**config.mk**
```make
export PLATFORM = sky130hd
export DESIGN_NAME = lfu_cache_table
export DESIGN_NICKNAME = d
export VERILOG_FILES = /design/src/lfu_pkg.sv /design/src/lfu_cache_table.sv /design/src/lfu_cell.sv
export SDC_FILE = /design/constraint.sdc
export NUM_CORES = 2
export LEC_CHECK = 0
export BUFFER_PORTS_ARGS = -buffer_cell sky130_fd_sc_hd__buf_2
export CAP_MARGIN = 15
export CORE_ASPECT_RATIO = 1.75
export CORE_UTILIZATION = 45
export CTS_BUF_LIST = sky130_fd_sc_hd__clkbuf_8
export CTS_CLUSTER_SIZE = 12
export DETAILED_ROUTE_END_ITERATION = 12
export GPL_ROUTABILITY_DRIVEN = 0
export PLACE_DENSITY = 0.72
export SETUP_SLACK_MARGIN = 0.2
export SLEW_MARGIN = 5
export SYNTH_ARGS = -nofsm -noshare
export SYNTH_HDL_FRONTEND = slang
export SYNTH_SLANG_ARGS = --single-unit
```
**constraint.sdc**
```tcl
create_clock -name clk -period 10 [get_ports clk]
set_input_delay 2.5 -clock clk [delete_from_list [all_inputs] [get_ports clk]]
set_output_delay 2.5 -clock clk [all_outputs]
set_load 0.1 [all_outputs]
```
**src/lfu_pkg.sv**
```systemverilog
// Shared types, constants and width helpers for the LFU cache table.
package lfu_pkg;

  localparam int NUM_ENTRIES_DEF = 16;
  localparam int COUNT_BITS_DEF  = 16;
  localparam int CAP_W           = 5;
  localparam int KEY_W           = 32;
  localparam int DATA_W          = 32;
  localparam logic [CAP_W-1:0] CAP_RESET = 5'd16;

  typedef enum logic {
    OP_GET = 1'b0,
    OP_PUT = 1'b1
  } op_t;

  typedef struct packed {
    op_t               op;
    logic [KEY_W-1:0]  key;
    logic [DATA_W-1:0] data_in;
  } in_t;

  typedef struct packed {
    logic              hit;
    logic [DATA_W-1:0] data_out;
    logic              evicted;
    logic [KEY_W-1:0]  evicted_key;
  } out_t;

  function automatic int idx_bits(input int n);
    return (n > 1) ? $clog2(n) : 1;
  endfunction

  // scan token: four flags, stored value, victim key, five index/rank fields, victim count
  function automatic int tok_bits(input int iw, input int cb);
    return 4 + DATA_W + KEY_W + 5 * iw + cb;
  endfunction

  // update broadcast: four flags, key, data, target and rank limit
  function automatic int upd_bits(input int iw);
    return 4 + KEY_W + DATA_W + 2 * iw;
  endfunction

endpackage

```
**src/lfu_cache_table.sv**
```systemverilog
// LFU cache table top level: request/result channels, capacity register, scan control.
//
// Usage:
//   in_valid/in_stall carry one request beat (get or put, key, data). out_valid/out_stall
//   carry one result beat per request (hit, data_out, evicted, evicted_key).
//   cfg_valid/cfg_ready write the capacity register; write it only while idle.
// Timing:
//   A request launches a token down the row of NUM_ENTRIES entry cells, one cell per cycle;
//   each cell folds in its key match, its bid for victim and its free-slot status.
//   The result beat is registered and the entry update is applied at the same clock edge,
//   which also returns the block to idle; only then is a new request taken, so one
//   request is in flight at a time and the length of the chain sets the request rate.
//   A result that waits under out_stall does not block the next request; a following
//   result waits until the held one is taken.
// Reset:
//   All entries become empty, occupancy clears, capacity returns to 16.
//   No clearing pass is needed; the block is ready in the cycle after reset.
module lfu_cache_table #(
  parameter int NUM_ENTRIES = lfu_pkg::NUM_ENTRIES_DEF,
  parameter int COUNT_BITS  = lfu_pkg::COUNT_BITS_DEF
) (
  input  logic                      clk,
  input  logic                      rst,
  input  logic                      in_valid,
  output logic                      in_stall,
  input  lfu_pkg::in_t              in_item,
  output logic                      out_valid,
  input  logic                      out_stall,
  output lfu_pkg::out_t             out_item,
  input  logic                      cfg_valid,
  output logic                      cfg_ready,
  input  logic [lfu_pkg::CAP_W-1:0] cfg_data
);

  localparam int IW   = lfu_pkg::idx_bits(NUM_ENTRIES);
  localparam int TW   = lfu_pkg::tok_bits(IW, COUNT_BITS);
  localparam int UW   = lfu_pkg::upd_bits(IW);
  localparam int OW   = $clog2(NUM_ENTRIES + 1);
  localparam int CMPW = (OW > lfu_pkg::CAP_W) ? OW : lfu_pkg::CAP_W;
  localparam logic [CMPW-1:0] N_CMP = CMPW'(NUM_ENTRIES);

  typedef struct packed {
    logic                       valid;
    logic                       hit;
    logic [IW-1:0]              hit_idx;
    logic [lfu_pkg::DATA_W-1:0] hit_val;
    logic [IW-1:0]              hit_rank;
    logic                       vic_ok;
    logic [IW-1:0]              vic_idx;
    logic [COUNT_BITS-1:0]      vic_cnt;
    logic [IW-1:0]              vic_rank;
    logic [lfu_pkg::KEY_W-1:0]  vic_key;
    logic                       free_ok;
    logic [IW-1:0]              free_idx;
  } tok_t;

  typedef struct packed {
    logic                       en;
    logic                       put;
    logic                       miss;
    logic                       lim_all;
    logic [IW-1:0]              tgt;
    logic [IW-1:0]              lim;
    logic [lfu_pkg::KEY_W-1:0]  key;
    logic [lfu_pkg::DATA_W-1:0] data;
  } upd_t;

  typedef enum logic [1:0] {
    S_IDLE,
    S_SCAN,
    S_DONE
  } state_t;

  state_t                     state;
  logic                       launch;
  lfu_pkg::op_t               qop;
  logic [lfu_pkg::KEY_W-1:0]  qkey;
  logic [lfu_pkg::DATA_W-1:0] qdata;
  tok_t                       fin;
  logic [OW-1:0]              occ;
  logic [lfu_pkg::CAP_W-1:0]  capacity;

  logic [TW-1:0]              chain [NUM_ENTRIES+1];
  tok_t                       head;
  tok_t                       last;
  upd_t                       u;
  lfu_pkg::out_t              res;
  logic                       ins;
  logic                       fire;
  logic [CMPW-1:0]            cap_w;
  logic [CMPW-1:0]            cap_eff;
  logic                       full;

  assign in_stall  = (state != S_IDLE);
  assign cfg_ready = 1'b1;

  always_comb begin
    head       = '0;
    head.valid = launch;
  end

  assign chain[0] = TW'(head);
  assign last     = tok_t'(chain[NUM_ENTRIES]);

  for (genvar i = 0; i < NUM_ENTRIES; i++) begin : g_cell
    lfu_cell #(
      .NUM_ENTRIES (NUM_ENTRIES),
      .COUNT_BITS  (COUNT_BITS),
      .CELL_ID     (i)
    ) u_cell (
      .clk  (clk),
      .rst  (rst),
      .qkey (qkey),
      .tin  (chain[i]),
      .tout (chain[i+1]),
      .upd  (UW'(u))
    );
  end

  assign cap_w   = CMPW'(capacity);
  assign cap_eff = (cap_w > N_CMP) ? N_CMP : cap_w;
  assign full    = (CMPW'(occ) >= cap_eff);
  assign fire    = (state == S_DONE) && (!out_valid || !out_stall);

  always_comb begin
    res       = '0;
    u         = '0;
    u.key     = qkey;
    u.data    = qdata;
    ins       = 1'b0;
    if (cap_eff != '0) begin
      if (fin.hit) begin
        res.hit = 1'b1;
        if (qop == lfu_pkg::OP_GET) begin
          res.data_out = fin.hit_val;
        end
        u.en  = 1'b1;
        u.tgt = fin.hit_idx;
        u.lim = fin.hit_rank;
        u.put = (qop == lfu_pkg::OP_PUT);
      end else if (qop == lfu_pkg::OP_PUT) begin
        if (full) begin
          if (fin.vic_ok) begin
            res.evicted     = 1'b1;
            res.evicted_key = fin.vic_key;
            u.en   = 1'b1;
            u.tgt  = fin.vic_idx;
            u.lim  = fin.vic_rank;
            u.put  = 1'b1;
            u.miss = 1'b1;
          end
        end else if (fin.free_ok) begin
          u.en      = 1'b1;
          u.tgt     = fin.free_idx;
          u.lim_all = 1'b1;
          u.put     = 1'b1;
          u.miss    = 1'b1;
          ins       = 1'b1;
        end
      end
    end
    u.en = u.en && fire;
  end

  always_ff @(posedge clk) begin
    if (rst) begin
      state     <= S_IDLE;
      launch    <= 1'b0;
      occ       <= '0;
      capacity  <= lfu_pkg::CAP_RESET;
      out_valid <= 1'b0;
    end else begin
      launch <= (state == S_IDLE) && in_valid;
      if (cfg_valid && cfg_ready) begin
        capacity <= cfg_data;
      end
      if (out_valid && !out_stall && !fire) begin
        out_valid <= 1'b0;
      end
      case (state)
        S_IDLE: begin
          if (in_valid) begin
            qop    <= in_item.op;
            qkey   <= in_item.key;
            qdata  <= in_item.data_in;
            state  <= S_SCAN;
          end
        end
        S_SCAN: begin
          if (last.valid) begin
            fin   <= last;
            state <= S_DONE;
          end
        end
        S_DONE: begin
          if (fire) begin
            out_valid <= 1'b1;
            out_item  <= res;
            if (ins) begin
              occ <= occ + OW'(1);
            end
            state <= S_IDLE;
          end
        end
        default: begin
          state <= S_IDLE;
        end
      endcase
    end
  end

  a_scan_end_in_scan: assert property (@(posedge clk) disable iff (rst)
    last.valid |-> (state == S_SCAN))
    else $error("scan token left the chain outside the scan phase");

  a_update_in_done: assert property (@(posedge clk) disable iff (rst)
    u.en |-> (state == S_DONE) && !(out_valid && out_stall))
    else $error("entry update issued without a result slot");

  a_occ_bound: assert property (@(posedge clk) disable iff (rst)
    CMPW'(occ) <= N_CMP)
    else $error("occupancy exceeds entry count");

  a_accept_starts_scan: assert property (@(posedge clk) disable iff (rst)
    (in_valid && !in_stall) |=> launch && (state == S_SCAN))
    else $error("accepted request did not launch a scan");

  a_insert_needs_room: assert property (@(posedge clk) disable iff (rst)
    (fire && ins) |-> (CMPW'(occ) < cap_eff))
    else $error("insert into a full table");

endmodule

```
**src/lfu_cell.sv**
```systemverilog
// One cache entry: key/value/count/rank storage plus one registered stage of the scan chain.
module lfu_cell #(
  parameter int NUM_ENTRIES = lfu_pkg::NUM_ENTRIES_DEF,
  parameter int COUNT_BITS  = lfu_pkg::COUNT_BITS_DEF,
  parameter int CELL_ID     = 0,
  localparam int IW = lfu_pkg::idx_bits(NUM_ENTRIES),
  localparam int TW = lfu_pkg::tok_bits(IW, COUNT_BITS),
  localparam int UW = lfu_pkg::upd_bits(IW)
) (
  input  logic                       clk,
  input  logic                       rst,
  input  logic [lfu_pkg::KEY_W-1:0]  qkey,
  input  logic [TW-1:0]              tin,
  output logic [TW-1:0]              tout,
  input  logic [UW-1:0]              upd
);

  typedef struct packed {
    logic                       valid;
    logic                       hit;
    logic [IW-1:0]              hit_idx;
    logic [lfu_pkg::DATA_W-1:0] hit_val;
    logic [IW-1:0]              hit_rank;
    logic                       vic_ok;
    logic [IW-1:0]              vic_idx;
    logic [COUNT_BITS-1:0]      vic_cnt;
    logic [IW-1:0]              vic_rank;
    logic [lfu_pkg::KEY_W-1:0]  vic_key;
    logic                       free_ok;
    logic [IW-1:0]              free_idx;
  } tok_t;

  typedef struct packed {
    logic                       en;
    logic                       put;
    logic                       miss;
    logic                       lim_all;
    logic [IW-1:0]              tgt;
    logic [IW-1:0]              lim;
    logic [lfu_pkg::KEY_W-1:0]  key;
    logic [lfu_pkg::DATA_W-1:0] data;
  } upd_t;

  localparam logic [IW-1:0] MY_IDX = IW'(CELL_ID);

  logic                       valid;
  logic [lfu_pkg::KEY_W-1:0]  key_r;
  logic [lfu_pkg::DATA_W-1:0] val_r;
  logic [COUNT_BITS-1:0]      cnt;
  logic [IW-1:0]              rank;
  tok_t                       ti;
  tok_t                       tn;
  tok_t                       tok_r;
  upd_t                       u;
  logic                       me;

  assign ti   = tok_t'(tin);
  assign u    = upd_t'(upd);
  assign tout = TW'(tok_r);
  assign me   = (u.tgt == MY_IDX);

  always_comb begin
    tn = ti;
    if (!ti.hit && valid && (key_r == qkey)) begin
      tn.hit      = 1'b1;
      tn.hit_idx  = MY_IDX;
      tn.hit_val  = val_r;
      tn.hit_rank = rank;
    end
    if (valid && (!ti.vic_ok || (cnt < ti.vic_cnt) ||
                  ((cnt == ti.vic_cnt) && (rank > ti.vic_rank)))) begin
      tn.vic_ok   = 1'b1;
      tn.vic_idx  = MY_IDX;
      tn.vic_cnt  = cnt;
      tn.vic_rank = rank;
      tn.vic_key  = key_r;
    end
    if (!valid && !ti.free_ok) begin
      tn.free_ok  = 1'b1;
      tn.free_idx = MY_IDX;
    end
  end

  always_ff @(posedge clk) begin
    if (rst) begin
      valid <= 1'b0;
      tok_r <= '0;
    end else begin
      tok_r <= tn;
      if (u.en && me) begin
        valid <= 1'b1;
      end
    end
  end

  always_ff @(posedge clk) begin
    if (u.en) begin
      if (me) begin
        rank <= '0;
        if (u.put) begin
          val_r <= u.data;
        end
        if (u.miss) begin
          key_r <= u.key;
          cnt   <= COUNT_BITS'(1);
        end else if (cnt != '1) begin
          cnt <= cnt + COUNT_BITS'(1);
        end
      end else if (valid && (u.lim_all || (rank < u.lim))) begin
        rank <= rank + IW'(1);
      end
    end
  end

endmodule

```
==> results by group <==
Die
  • I/O pin count: 144
  • Die area: 277000 um2
  • Core area: 274000 um2
  • Row Count: 254
  • Die height: 696 um
  • Chip width: 399 um
  • Starting density of the core: 45.3%

Outcome
  • Status: completed

STA
  • Min cycle time layout: 5230 ps
  • Pins over their slew limit: 0
  • Worst slew pin tran: 1290 ps
  • Clock Skew: 132 ps
  • Final setup violation count: 0
  • Max-slew headroom: 11.4%
  • TNS Setup: 0 ps
  • RSZ-0062 raised after global routing: false
  • Fin. Hold Viols: 0
  • Achievable Freq: 191 MHz
  • Tcrit/Tclk final: 52.3%

Worst setup path
  • Worst setup EP type: flip-flop
  • Crit path DAT: 5830 ps
  • Max Fanout on Critical Path: 50
  • Crit path launch: cap_w[4]
  • Worst Reg-to-Reg Cells: 13
  • Worst R2R Start: cap_w[4]
  • WS Path Type: flip-flop to flip-flop
  • Crit path to: g_cell[8].u_cell.key_r[10]
  • Worst EP required: 10600 ps
  • Reg2reg setup slack: 4770 ps
  • R2r endpoint: g_cell[8].u_cell.key_r[10]
  • Crit start category: flip-flop

CTS
  • CTS Hold Buffers Added: 0
  • Clk slew on worst S/H paths: 70 ps
  • Number of CTS-inserted buffers: 422
  • Clk_lat worst skew: 1080 ps
  • Setup bufs post-CTS: 0
  • Clk buf depth: 4
  • H-tree levels: 5
  • CTS Sinks: 3195
  • CTS tree: yes
  • Post-CTS sizing: 0
  • Root Driver: clkbuf_8

Logic synthesis
  • Synthesized flop and latch total: 3195
  • Syn Area/Cell: 12.5 um2
  • Post-synth EDFFs: 1562
  • Synth warn: 0
  • Post-Synthesis Cell Area: 124000 um2
  • Ys async rst share: 0%
  • Main synth FF type: dfxtp_1
  • Synth Net Count: 10400
  • Mapped Cells: 9929
  • Seq/Total Area, Yosys: 64.3%
  • Distinct cell type count after synthesis: 74

Run
  • Max-cap violations: 0

Global route
  • Global Route Usage Sum: 22.1%
  • GR Overflow Total: 0
  • First-pass GRT wire length: 467000 um
  • Vias in the first global route: 79100
  • Largest net degree at the start of global routing: 227
  • Initial antenna violation count: 10

Worst hold path
  • Hold WC Path Type: flip-flop to flip-flop

Routing
  • Routed WL per cell: 21.9 um
  • Vias per std cell: 5.29
  • 1st-pass router iterations: 6
  • Vias: 74900
  • Drt drc: 0
  • Routed Antenna Nets: 0
  • Detailed Route Iter0 Violations: 4617
  • Routed WL: 310000 um

Placed design
  • Hpwl dp: 213000 um
  • # port buffers: 142

Finish
  • Layout Nets: 10700
  • Area grow syn2layout: 11.4%
  • Fin util: 50.4%
  • Layout cell share with drive strength beyond 1: 9.78%

Power and ir drop
  • PwrDens: 174 nW/um2
  • Leak Pwr: 0.0527 uW
  • Peak supply drop: 0.145 mV
metal layers:
layer	global-route usage (%)	wire length, um	vias up
met5	0	37	-
met4	17.9	27900	6
met3	3.39	13100	877
met2	40.7	163000	1968
met1	21.7	106000	37100
li1	-	-	34900
metrics by stage:
stage	total power (uW)	instances	cell area, um2	hold slack [ps]	setup slack [ps]
floorplan	14200	9929	124000	386	342
global placement	14400	13300	129000	388	3980
detailed placement	14400	13300	129000	389	4020
CTS	24200	14100	138000	380	4720
global route	24800	14200	138000	385	4460
finish	24000	14200	138000	387	4770
layout by cell type, fill, tap and decap left out, types with 154 or more instances in the layout:
master,Yosys,routed
xor2_1,455,455
ha_1,386,386
xnor2_1,313,313
a21oi_1,155,154
mux2i_1,1300,1295
nor2_1,1874,1846
inv_1,415,562
edfxtp_1,1562,1562
dfxtp_1,1633,1633
nand3_1,208,203
and2_1,206,204
clkbuf_8,0,510
state kept, by name (all words and copies together), names as in the netlist:
name	cells
g_cell.u_cell.tout	1603
g_cell.u_cell.key_r	512
g_cell.u_cell.val_r	512
g_cell.u_cell.cnt	256
fin	87
out_item	66
g_cell.u_cell.rank	64
qdata	32
qkey	32
g_cell.u_cell.valid	16
cap_w	5
occ	5
state	2
launch	1
out_valid	1
qop	1
cells in the mapped netlist, types with 11 or more instances:
cell type  instances  area share [%]
or3_1             19           0.096
inv_1            415             1.3
nor3_1            59            0.24
edfxtp_1        1562              38
nand4_1          137            0.69
buf_2            193            0.78
buf_1             24           0.073
xnor2_1          313             2.2
nor3b_1           33            0.20
clkbuf_1         231            0.70
a21oi_1          155            0.63
and3_1            84            0.42
a211oi_1          11           0.067
o21ai_0           65            0.26
nor2_1          1874             5.7
nand3_1          208            0.84
o22ai_1           20            0.10
o21a_1            49            0.30
ha_1             386             3.9
nor4_1           105            0.53
nor2b_1           40            0.20
nand2_1          147            0.45
and2_1           206             1.0
a2111oi_0         21            0.15
xor2_1           455             3.2
dfxtp_1         1633              26
mux2i_1         1300              11
a21o_1            38            0.23
a31oi_1           24            0.12
layout make-up:
cell class | count | area, um2
fillers | 23100 | 136000
flip-flops and latches | 3195 | 79600
multi-input cells | 5862 | 41400
inverters | 416 | 1560
diodes | 4 | 10.0
clock buffers | 510 | 7020
clock inverters | 281 | 1710
repair buffers | 310 | 2160
well taps | 3584 | 4480
worst min-delay path by stage:
stage	from	endpoint	slack [ps]	cells after the start
after CTS	g_cell[15].u_cell.tout[61]	fin[61]	380	0
after global routing	g_cell[15].u_cell.tout[58]	fin[58]	380	0
final	g_cell[15].u_cell.tout[61]	fin[61]	390	0
after global placement	g_cell[15].u_cell.tout[80]	fin[80]	390	0
after floorplan	g_cell[15].u_cell.tout[0]	fin[0]	390	0
after detailed placement	g_cell[15].u_cell.tout[2]	fin[2]	390	0
cells by family after synthesis:
logic type,Yosys count,share of synthesized area [%]
and+or+nand+nor,2946,10.6
buffers and inverters,872,2.87
DFF,3195,64.3
xor gates and xnor gates,768,5.43
muxes,1302,10.5
adders and majority gates,386,3.90
AOI/OAI and AO/OA,459,2.40
other,1,0.00303
worst max-delay path: stages, from the launching register on:
cell and delay (ps):
dfxtp_1 340, inv_2 130, nand2_1 80, ha_1 300, a21oi_1 170, o21ai_1 140, a31oi_1 210, buf_4 230
mux2_2 200, and2_4 450, buf_4 590, nand2_1 760, nor4_2 570, buf_4 470
power by group:
group	internal, uW	switching, uW
Combinational	93.8	307
Clock	5080	4830
Sequential	13700	43.4
Total	18900	5180
No activity file was read; power rests on OpenSTA's default activity.
